$ cat src/sv/oba_pkg.sv
// Package: request/response types and constants of the overlay buffer allocator.
`default_nettype none

package oba_pkg;

    // Request type codes.
    localparam logic REQ_ALLOC   = 1'b0;
    localparam logic REQ_RELEASE = 1'b1;

    // Configuration register indexes.
    localparam int CFG_INDEX_W = 2;
    localparam logic [CFG_INDEX_W-1:0] CFG_LINE_BYTES   = 2'd0;
    localparam logic [CFG_INDEX_W-1:0] CFG_FRAME_LINES  = 2'd1;
    localparam logic [CFG_INDEX_W-1:0] CFG_MEMORY_LIMIT = 2'd2;
    localparam int CFG_DATA_W = 32;

    // Field widths.
    localparam int PITCH_W = 19;   // row pitch, multiple of 16
    localparam int PROD_W  = 35;   // pitch * height, and the rounded size
    localparam int PAGE_SH = 12;   // 4 KB placement granule
    localparam int PAGE_W  = 21;   // offsets counted in 4 KB pages
    localparam int NEED_W  = 36;   // start + size, exact

    localparam logic [PITCH_W-1:0] PITCH_RND = 19'd15;
    localparam logic [PROD_W-1:0]  SIZE_RND  = 35'd15;
    localparam logic [PROD_W-1:0]  PAGE_RND  = 35'd4095;
    localparam logic [32:0]        BASE_RND  = 33'd4095;

    typedef enum logic [1:0] {
        ST_OK      = 2'd0,
        ST_NO_SLOT = 2'd1,
        ST_NO_MEM  = 2'd2,
        ST_BAD_REL = 2'd3
    } t_status;

    typedef struct packed {
        logic        req_type;
        logic        wide_pixels;
        logic [15:0] buf_width;
        logic [15:0] buf_height;
        logic [1:0]  release_slot;
    } t_req;

    typedef struct packed {
        t_status             status;
        logic [1:0]          slot_index;
        logic [31:0]         buf_offset;
        logic [PITCH_W-1:0]  row_pitch;
    } t_rsp;

endpackage

`default_nettype wire

$ cat src/sv/overlay_buffer_allocator.sv
// Overlay buffer allocator: slot table, placement and limit check in one pass.
//
// Usage:
//   Input channel (i_in_valid / o_in_ready / i_in_data) carries allocate and
//   release requests; output channel (o_out_valid / i_out_ready / o_out_data)
//   returns exactly one response per request, in request order.
//   The config port (i_cfg_we / i_cfg_index / i_cfg_data) writes line_bytes,
//   frame_lines and memory_limit; write it only while no request is in flight.
//   Unknown indexes are ignored.
// Timing:
//   A request is multiplied out (pitch * height) on transfer and registered
//   into the work stage, then resolved there: slot pick, placement and the
//   table update all happen at the edge that loads the response register.
//   A request passes the work stage and then the response register before
//   o_out_valid; one request per cycle is sustained while i_out_ready stays
//   high, set by the single work stage that reads and writes the slot table.
// Reset:
//   Clears the config registers, marks every slot free and empties both
//   stages. The end offsets in the slot table are not cleared.
// Stall:
//   When the receiver holds i_out_ready low, the response register holds, the
//   work stage holds behind it and o_in_ready drops once both are full.
`default_nettype none

module overlay_buffer_allocator import oba_pkg::*; #(
    parameter int SLOT_COUNT = 4
) (
    input  wire logic                   i_clk,
    input  wire logic                   i_rst_n,
    input  wire logic                   i_cfg_we,
    input  wire logic [CFG_INDEX_W-1:0] i_cfg_index,
    input  wire logic [CFG_DATA_W-1:0]  i_cfg_data,
    input  wire logic                   i_in_valid,
    output logic                        o_in_ready,
    input  wire t_req                   i_in_data,
    output logic                        o_out_valid,
    input  wire logic                   i_out_ready,
    output t_rsp                        o_out_data
);

    localparam int SW     = (SLOT_COUNT > 1) ? $clog2(SLOT_COUNT) : 1;
    localparam int LEVELS = $clog2(SLOT_COUNT);
    localparam int LEAVES = 1 << LEVELS;

    // Work stage contents: request type, release slot, pitch and pitch * height.
    typedef struct packed {
        logic               req_type;
        logic [1:0]         release_slot;
        logic [PITCH_W-1:0] pitch;
        logic [PROD_W-1:0]  prod;
    } t_work;

    // Configuration registers.
    logic [15:0] r_line_bytes;
    logic [15:0] r_frame_lines;
    logic [31:0] r_memory_limit;
    logic [PAGE_W-1:0] r_base_k;       // frame buffer end, in 4 KB pages

    // Slot table: used flags and end offsets rounded up to 4 KB pages.
    logic [SLOT_COUNT-1:0] r_used;
    logic [SLOT_COUNT-1:0] n_used;
    logic [PAGE_W-1:0]     r_end_k [SLOT_COUNT];

    // Pipeline registers.
    logic  r_work_valid;
    t_work r_work;
    t_work n_work;
    logic  r_out_valid;
    t_rsp  r_out;
    t_rsp  n_out;

    logic  work_adv;
    logic  in_xfer;

    // Stage 0 datapath.
    logic [17:0]        pix_bytes;
    logic [PITCH_W-1:0] pitch_sum;

    // Stage 1 datapath.
    logic [PAGE_W-1:0]  tree [LEVELS+1][LEAVES];
    logic [PAGE_W-1:0]  used_max_k;
    logic [PAGE_W-1:0]  start_k;
    logic [32:0]        start;
    logic [PROD_W-1:0]  size_sum;
    logic [PROD_W-1:0]  size;
    logic [PROD_W-1:0]  prod_pg_sum;
    logic [PROD_W-PAGE_SH-1:0] prod_k;
    logic [PROD_W-PAGE_SH-1:0] end_k_sum;
    logic [NEED_W-1:0]  need;
    logic               no_mem;
    logic [SW-1:0]      free_idx;
    logic               any_free;
    logic [4:0]         free_ext;
    logic [4:0]         rel_ext;
    logic [SW-1:0]      rel_idx;
    logic               rel_ok;
    logic               write_end;
    logic [31:0]        base_prod;
    logic [32:0]        base_sum;

    assign work_adv   = r_work_valid && (!r_out_valid || i_out_ready);
    assign o_in_ready = !r_work_valid || work_adv;
    assign in_xfer    = i_in_valid && o_in_ready;

    assign o_out_valid = r_out_valid;
    assign o_out_data  = r_out;

    // Configuration writes; the frame buffer end is kept in pages.
    assign base_prod = r_line_bytes * r_frame_lines;
    assign base_sum  = {1'b0, base_prod} + BASE_RND;

    always_ff @(posedge i_clk) begin
        if (!i_rst_n) begin
            r_line_bytes   <= '0;
            r_frame_lines  <= '0;
            r_memory_limit <= '0;
            r_base_k       <= '0;
        end else begin
            r_base_k <= base_sum[32:PAGE_SH];
            if (i_cfg_we) begin
                case (i_cfg_index)
                    CFG_LINE_BYTES:   r_line_bytes   <= i_cfg_data[15:0];
                    CFG_FRAME_LINES:  r_frame_lines  <= i_cfg_data[15:0];
                    CFG_MEMORY_LIMIT: r_memory_limit <= i_cfg_data;
                    default: ;
                endcase
            end
        end
    end

    // Stage 0: pitch rounded to 16 bytes, then the raw buffer bytes.
    always_comb begin
        pix_bytes = i_in_data.wide_pixels ? {i_in_data.buf_width, 2'b00}
                                          : {1'b0, i_in_data.buf_width, 1'b0};
        pitch_sum            = {1'b0, pix_bytes} + PITCH_RND;
        n_work.req_type      = i_in_data.req_type;
        n_work.release_slot  = i_in_data.release_slot;
        n_work.pitch         = pitch_sum & ~PITCH_RND;
        n_work.prod          = n_work.pitch * i_in_data.buf_height;
    end

    // Highest used end page, through a balanced max tree.
    always_comb begin
        for (int l = 0; l <= LEVELS; l++) begin
            for (int j = 0; j < LEAVES; j++) begin
                tree[l][j] = '0;
            end
        end
        for (int j = 0; j < SLOT_COUNT; j++) begin
            tree[0][j] = r_used[j] ? r_end_k[j] : '0;
        end
        for (int l = 0; l < LEVELS; l++) begin
            for (int j = 0; j < (LEAVES >> (l + 1)); j++) begin
                tree[l+1][j] = (tree[l][2*j] > tree[l][2*j+1]) ? tree[l][2*j]
                                                               : tree[l][2*j+1];
            end
        end
        used_max_k = tree[LEVELS][0];
    end

    // Lowest free slot.
    always_comb begin
        free_idx = '0;
        any_free = 1'b0;
        for (int i = SLOT_COUNT - 1; i >= 0; i--) begin
            if (!r_used[i]) begin
                free_idx = SW'(i);
                any_free = 1'b1;
            end
        end
    end

    // Stage 1: placement, limit check, release, table update.
    always_comb begin
        start_k     = (used_max_k > r_base_k) ? used_max_k : r_base_k;
        start       = {start_k, {PAGE_SH{1'b0}}};
        size_sum    = r_work.prod + SIZE_RND;
        size        = size_sum & ~SIZE_RND;
        prod_pg_sum = r_work.prod + PAGE_RND;
        prod_k      = prod_pg_sum[PROD_W-1:PAGE_SH];
        end_k_sum   = {{(PROD_W-PAGE_SH-PAGE_W){1'b0}}, start_k} + prod_k;
        need        = {{(NEED_W-33){1'b0}}, start} + {{(NEED_W-PROD_W){1'b0}}, size};
        no_mem      = need > {{(NEED_W-32){1'b0}}, r_memory_limit};
        free_ext    = 5'(free_idx);
        rel_ext     = {3'b000, r_work.release_slot};
        rel_idx     = rel_ext[SW-1:0];
        rel_ok      = (rel_ext < 5'(SLOT_COUNT)) && r_used[rel_idx];

        n_used            = r_used;
        write_end         = 1'b0;
        n_out.status      = ST_OK;
        n_out.slot_index  = '0;
        n_out.buf_offset  = '0;
        n_out.row_pitch   = '0;

        if (r_work.req_type == REQ_RELEASE) begin
            if (rel_ok) begin
                n_used[rel_idx] = 1'b0;
            end else begin
                n_out.status = ST_BAD_REL;
            end
        end else if (!any_free) begin
            n_out.status = ST_NO_SLOT;
        end else if (no_mem) begin
            n_out.status = ST_NO_MEM;
        end else begin
            n_used[free_idx]    = 1'b1;
            write_end           = 1'b1;
            n_out.slot_index    = free_ext[1:0];
            n_out.buf_offset    = start[31:0];
            n_out.row_pitch     = r_work.pitch;
        end
    end

    // Control state: stage valids and used flags.
    always_ff @(posedge i_clk) begin
        if (!i_rst_n) begin
            r_work_valid <= 1'b0;
            r_out_valid  <= 1'b0;
            r_used       <= '0;
        end else begin
            if (in_xfer) begin
                r_work_valid <= 1'b1;
            end else if (work_adv) begin
                r_work_valid <= 1'b0;
            end
            if (work_adv) begin
                r_out_valid <= 1'b1;
                r_used      <= n_used;
            end else if (i_out_ready) begin
                r_out_valid <= 1'b0;
            end
        end
    end

    // Payload registers and slot end table.
    always_ff @(posedge i_clk) begin
        if (in_xfer) begin
            r_work <= n_work;
        end
        if (work_adv) begin
            r_out <= n_out;
            if (write_end) begin
                r_end_k[free_idx] <= end_k_sum[PAGE_W-1:0];
            end
        end
    end

endmodule

`default_nettype wire

$ cat config.mk
export PLATFORM = sky130hd
export DESIGN_NAME = overlay_buffer_allocator
export DESIGN_NICKNAME = d
export VERILOG_FILES = /design/src/sv/oba_pkg.sv /design/src/sv/overlay_buffer_allocator.sv
export SDC_FILE = /design/constraint.sdc
export NUM_CORES = 2
export LEC_CHECK = 0
export BUFFER_PORTS_ARGS = -buffer_cell sky130_fd_sc_hd__buf_2
export CAP_MARGIN = 5
export CORE_MARGIN = 3
export CORE_UTILIZATION = 65
export DETAILED_ROUTE_END_ITERATION = 8
export PLACE_DENSITY = 0.79
export SLEW_MARGIN = 10
export SYNTH_ARGS = -nofsm -noshare
export SYNTH_HDL_FRONTEND = slang
export SYNTH_SLANG_ARGS = --single-unit
export TNS_END_PERCENT = 100
$ cat constraint.sdc
create_clock -name i_clk -period 17.8 [get_ports i_clk]
set_clock_uncertainty 0.2 [all_clocks]
set_input_delay 2.67 -clock i_clk [delete_from_list [all_inputs] [get_ports i_clk]]
set_output_delay 2.67 -clock i_clk [all_outputs]
set_load 0.03 [all_outputs]
==> summary.txt <==
Outcome
  – Status: completed

Critical path
  – Arrival time at the worst endpoint: 15.08 ns
  – Reg-to-reg critical path endpoint: o_out_data[41]
  – R2R depth: 46
  – Crit-path max FO: 35
  – Worst reg2reg path startpoint: r_used[3]
  – Setup CP Type: reg -> reg
  – Critical Path Max Stage Delay: 1.05 ns
  – WP data required: 17.97 ns
  – Slowest CP cell: nand4b_2
  – Most frequent CP cell: ha_1
  – CP Launch Type: flip-flop
  – R2R Setup Slk: 2.89 ns
  – CP startpoint: r_used[3]
  – CP Capture Type: flip-flop

Global route
  – Initial antenna violation count: 0
  – Largest net degree at the start of global routing: 87
  – Final global-route overflow total: 0
  – First-pass GRT wire length: 126 mm
  – Tot GR Track Use: 30.8%
  – Vias in the first global route: 25,500

Synth
  – Asr flop ratio synth: 0%
  – Syn_area_per_cell: 9.27 um2
  – Cells after Synth: 3,412
  – Count leader, synth: nand2_1
  – Post-synth EDFFs: 172
  – Synth Flop Type: edfxtp_1
  – Largest cells by area after synthesis: fa_1 25%, edfxtp_1 16%, ha_1 14%
  – Commonest cells post-synth: 594 x nand2_1, 553 x inv_1, 387 x fa_1, 352 x ha_1, 219 x and2_1
  – Seq/Total Area, Yosys: 22.1%
  – Top cell type by total area after synthesis: fa_1
  – Yosys cell types: 79
  – Yosys warns: 0
  – Post-synth top area share: 24.5%
  – Netlist Area Pre-Place: 0.0316 mm2
  – #FFs+latches synth: 263

Power
  – Sw Ratio: 43.8%
  – Switching power: 1730 uW
  – Logic pwr share: 62.0%
  – Internal power: 2220 uW
  – VDD IR-drop max: 0.139 mV
  – Clock network power share: 15.0%
  – Static Leakage: 0.0166 uW
  – Power density over cell area: 118 mW/mm2
  – Flop pwr share: 23.1%

Routing
  – Residual DRC: 0
  – Wire per inst: 18.7 um
  – First DRT Iteration DRCs: 1,379
  – Vias per cell: 5.83
  – Routed wire length: 76.5 mm
  – Vias: 23,800
  – DR pass1 iterations: 5
  – Routed Antenna Nets: 0

Place
  – Worst slack, placed: 3.04 ns
  – Gpl congestion: 0.932
  – DP HPWL: 61.3 mm
  – Port Buffers: 115

CTS
  – Num CTS Buffers: 29
  – CTS tree: done
  – Post-CTS Hold Fix Bufs: 0
  – Root Buffer Master: clkbuf_16
  – H-tree Lvls: 1
  – Clock sink count: 263
  – Post-CTS Resized: 0
  – Skew-Pair Late Insertion Delay: 0.57 ns
  – CTS clk-pin slew, worst paths: 0.06 ns
  – Post-CTS Setup Bufs: 0
  – CTS Buffer Depth: 3

STA
  – Slew HR: 21.1%
  – Final Max Tran Viols: 0
  – Max Fclk: 67.1 MHz
  – Final Hold Viols: 0
  – Final Setup Violations: 0
  – Final period util: 83.8%
  – Final TNS setup: 0 ns
  – Minimum clock period: 14.91 ns
  – Worst-margin pin slew: 1.18 ns
  – Unrepaired setup endpoints after global routing: no
  – Setup ws final: 2.89 ns

Job
  – Max_cap viols: 0

Floorplan
  – Initial Util: 66.1%
  – DIE AREA: 0.0513 mm2
  – # rows: 80
  – Io pins: 132
  – Die Span Y: 227 um
  – Core area: 0.0478 mm2
  – Die Wd: 227 um

Cells and area
  – Area of the multi-input gates: 0.0220 mm2
  – P&R area growth vs syn: 5.99%
  – Fillers: 3,686
  – Share of post-route cells with drive strength above 1: 7.29%
  – ANT cells: 0
  – Final net count: 4,263
  – Sequential Area: 0.00699 mm2

Hold path
  – Endpoint, Worst Hold: r_memory_limit[21]
  – WHS Path Cells: 2
  – Hold_sp: r_memory_limit[21]
  – Class of the worst hold path: reg -> reg
-- cells in the final DEF, fill, tap and decap left out, types with 6 or more instances in the layout --
cell	n
a21oi_1	169
fa_1	387
or3_1	9
buf_2	115
clkbuf_1	9
conb_1	16
nand4_1	26
mux2i_1	52
o211ai_1	7
nand3_1	41
and3_1	13
a21o_1	68
nor3_1	22
xor2_1	50
ha_1	352
nor2_1	89
a221oi_1	6
o21a_1	11
dfxtp_1	91
o21ai_1	8
and2_1	218
inv_1	553
clkbuf_16	31
mux2_2	41
o21ai_0	54
xnor2_1	66
buf_4	24
a211oi_1	13
and4_1	7
o21bai_1	8
nor2b_1	32
a31oi_1	6
nand2b_1	16
edfxtp_1	172
nand2_1	594
-- worst max-delay path, delay by kind of cell (launching register included) --
kind | cells | cell delay (ns)
xor gates and xnor gates | 1 | 0.16
muxes | 3 | 1.61
adders and majority gates | 5 | 1.61
and+or+nand+nor | 12 | 4.32
DFF | 1 | 0.99
buffers and inverters | 2 | 0.26
AOI/OAI and AO/OA | 23 | 5.50
-- how the worst max path moves through the flow --
| stage | to | slack [ns] | cells past startpoint |
|---|---|---|---|
| after global placement | o_out_data[41] | 3.47 | 46 |
| final | o_out_data[41] | 2.89 | 46 |
| after detailed placement | o_out_data[41] | 3.04 | 46 |
| after floorplan | r_end_k[3][0] | 5.14 | 50 |
| after global routing | o_out_data[41] | 1.90 | 46 |
| after CTS | o_out_data[41] | 3.05 | 46 |
-- cell families after synthesis --
group	count (synthesis)	share of synthesized area, %
simple gates	1097	16.3
fa+ha+maj	739	38.4
buf+inv	702	8.66
compound gates	397	7.91
flops	263	22.1
xor+xnor	117	3.29
mux	96	3.26
other cells	1	0.0119
-- per-stage QoR --
step	instance area (um2)	std cells	power (uW)	util (%)	hold WS, ns
after floorplan	31700	3427	2750	-	0.236
after global placement	32600	4033	3240	68.1	0.245
after detailed placement	32600	4033	3340	68.1	0.250
after CTS	33500	4087	3950	70.0	0.258
after global routing	33500	4087	4270	70.0	0.271
final	33500	4087	3950	70.0	0.254
-- routing by layer --
layer / up-vias / track usage (%) / part of all wire, %
met3: 201 / 3.87 / 6.5
met4: 0 / 11.8 / 3.8
met5: - / 0 / 0
met1: 11800 / 38.4 / 40
li1: 11000 / - / -
met2: 855 / 54.8 / 50
-- state kept, by name, summed over array words and instances, names as in the netlist --
signal / count
r_work_valid: 1
r_line_bytes: 16
r_end_k: 84
o_out_data: 39
r_frame_lines: 16
r_used: 4
o_out_valid: 1
rel_idx: 2
r_base_k: 21
r_work: 47
r_memory_limit: 32
-- power by group through the flow --
| stage | Sequential [uW] | Clock [uW] | Combinational (uW) |
|---|---|---|---|
| 2_1_floorplan | 900 | 0 | 1850 |
| 3_3_place_gp | 921 | 0 | 2320 |
| 3_5_place_dp | 922 | 0 | 2420 |
| 4_1_cts | 910 | 600 | 2440 |
| 5_1_grt | 918 | 622 | 2730 |
| 6_report | 912 | 591 | 2450 |
-- area by class of cell --
class                           count  area share (%)
Inverter                          554            6.21
Sequential cell                   263            20.9
Multi-Input combinational cell   2462            65.6
Timing Repair Buffer              139            2.26
Clock buffer                       46            2.64
Clock inverter                      8           0.172
Tap cell                          615            2.30
No activity file was read; power rests on OpenSTA's default activity.
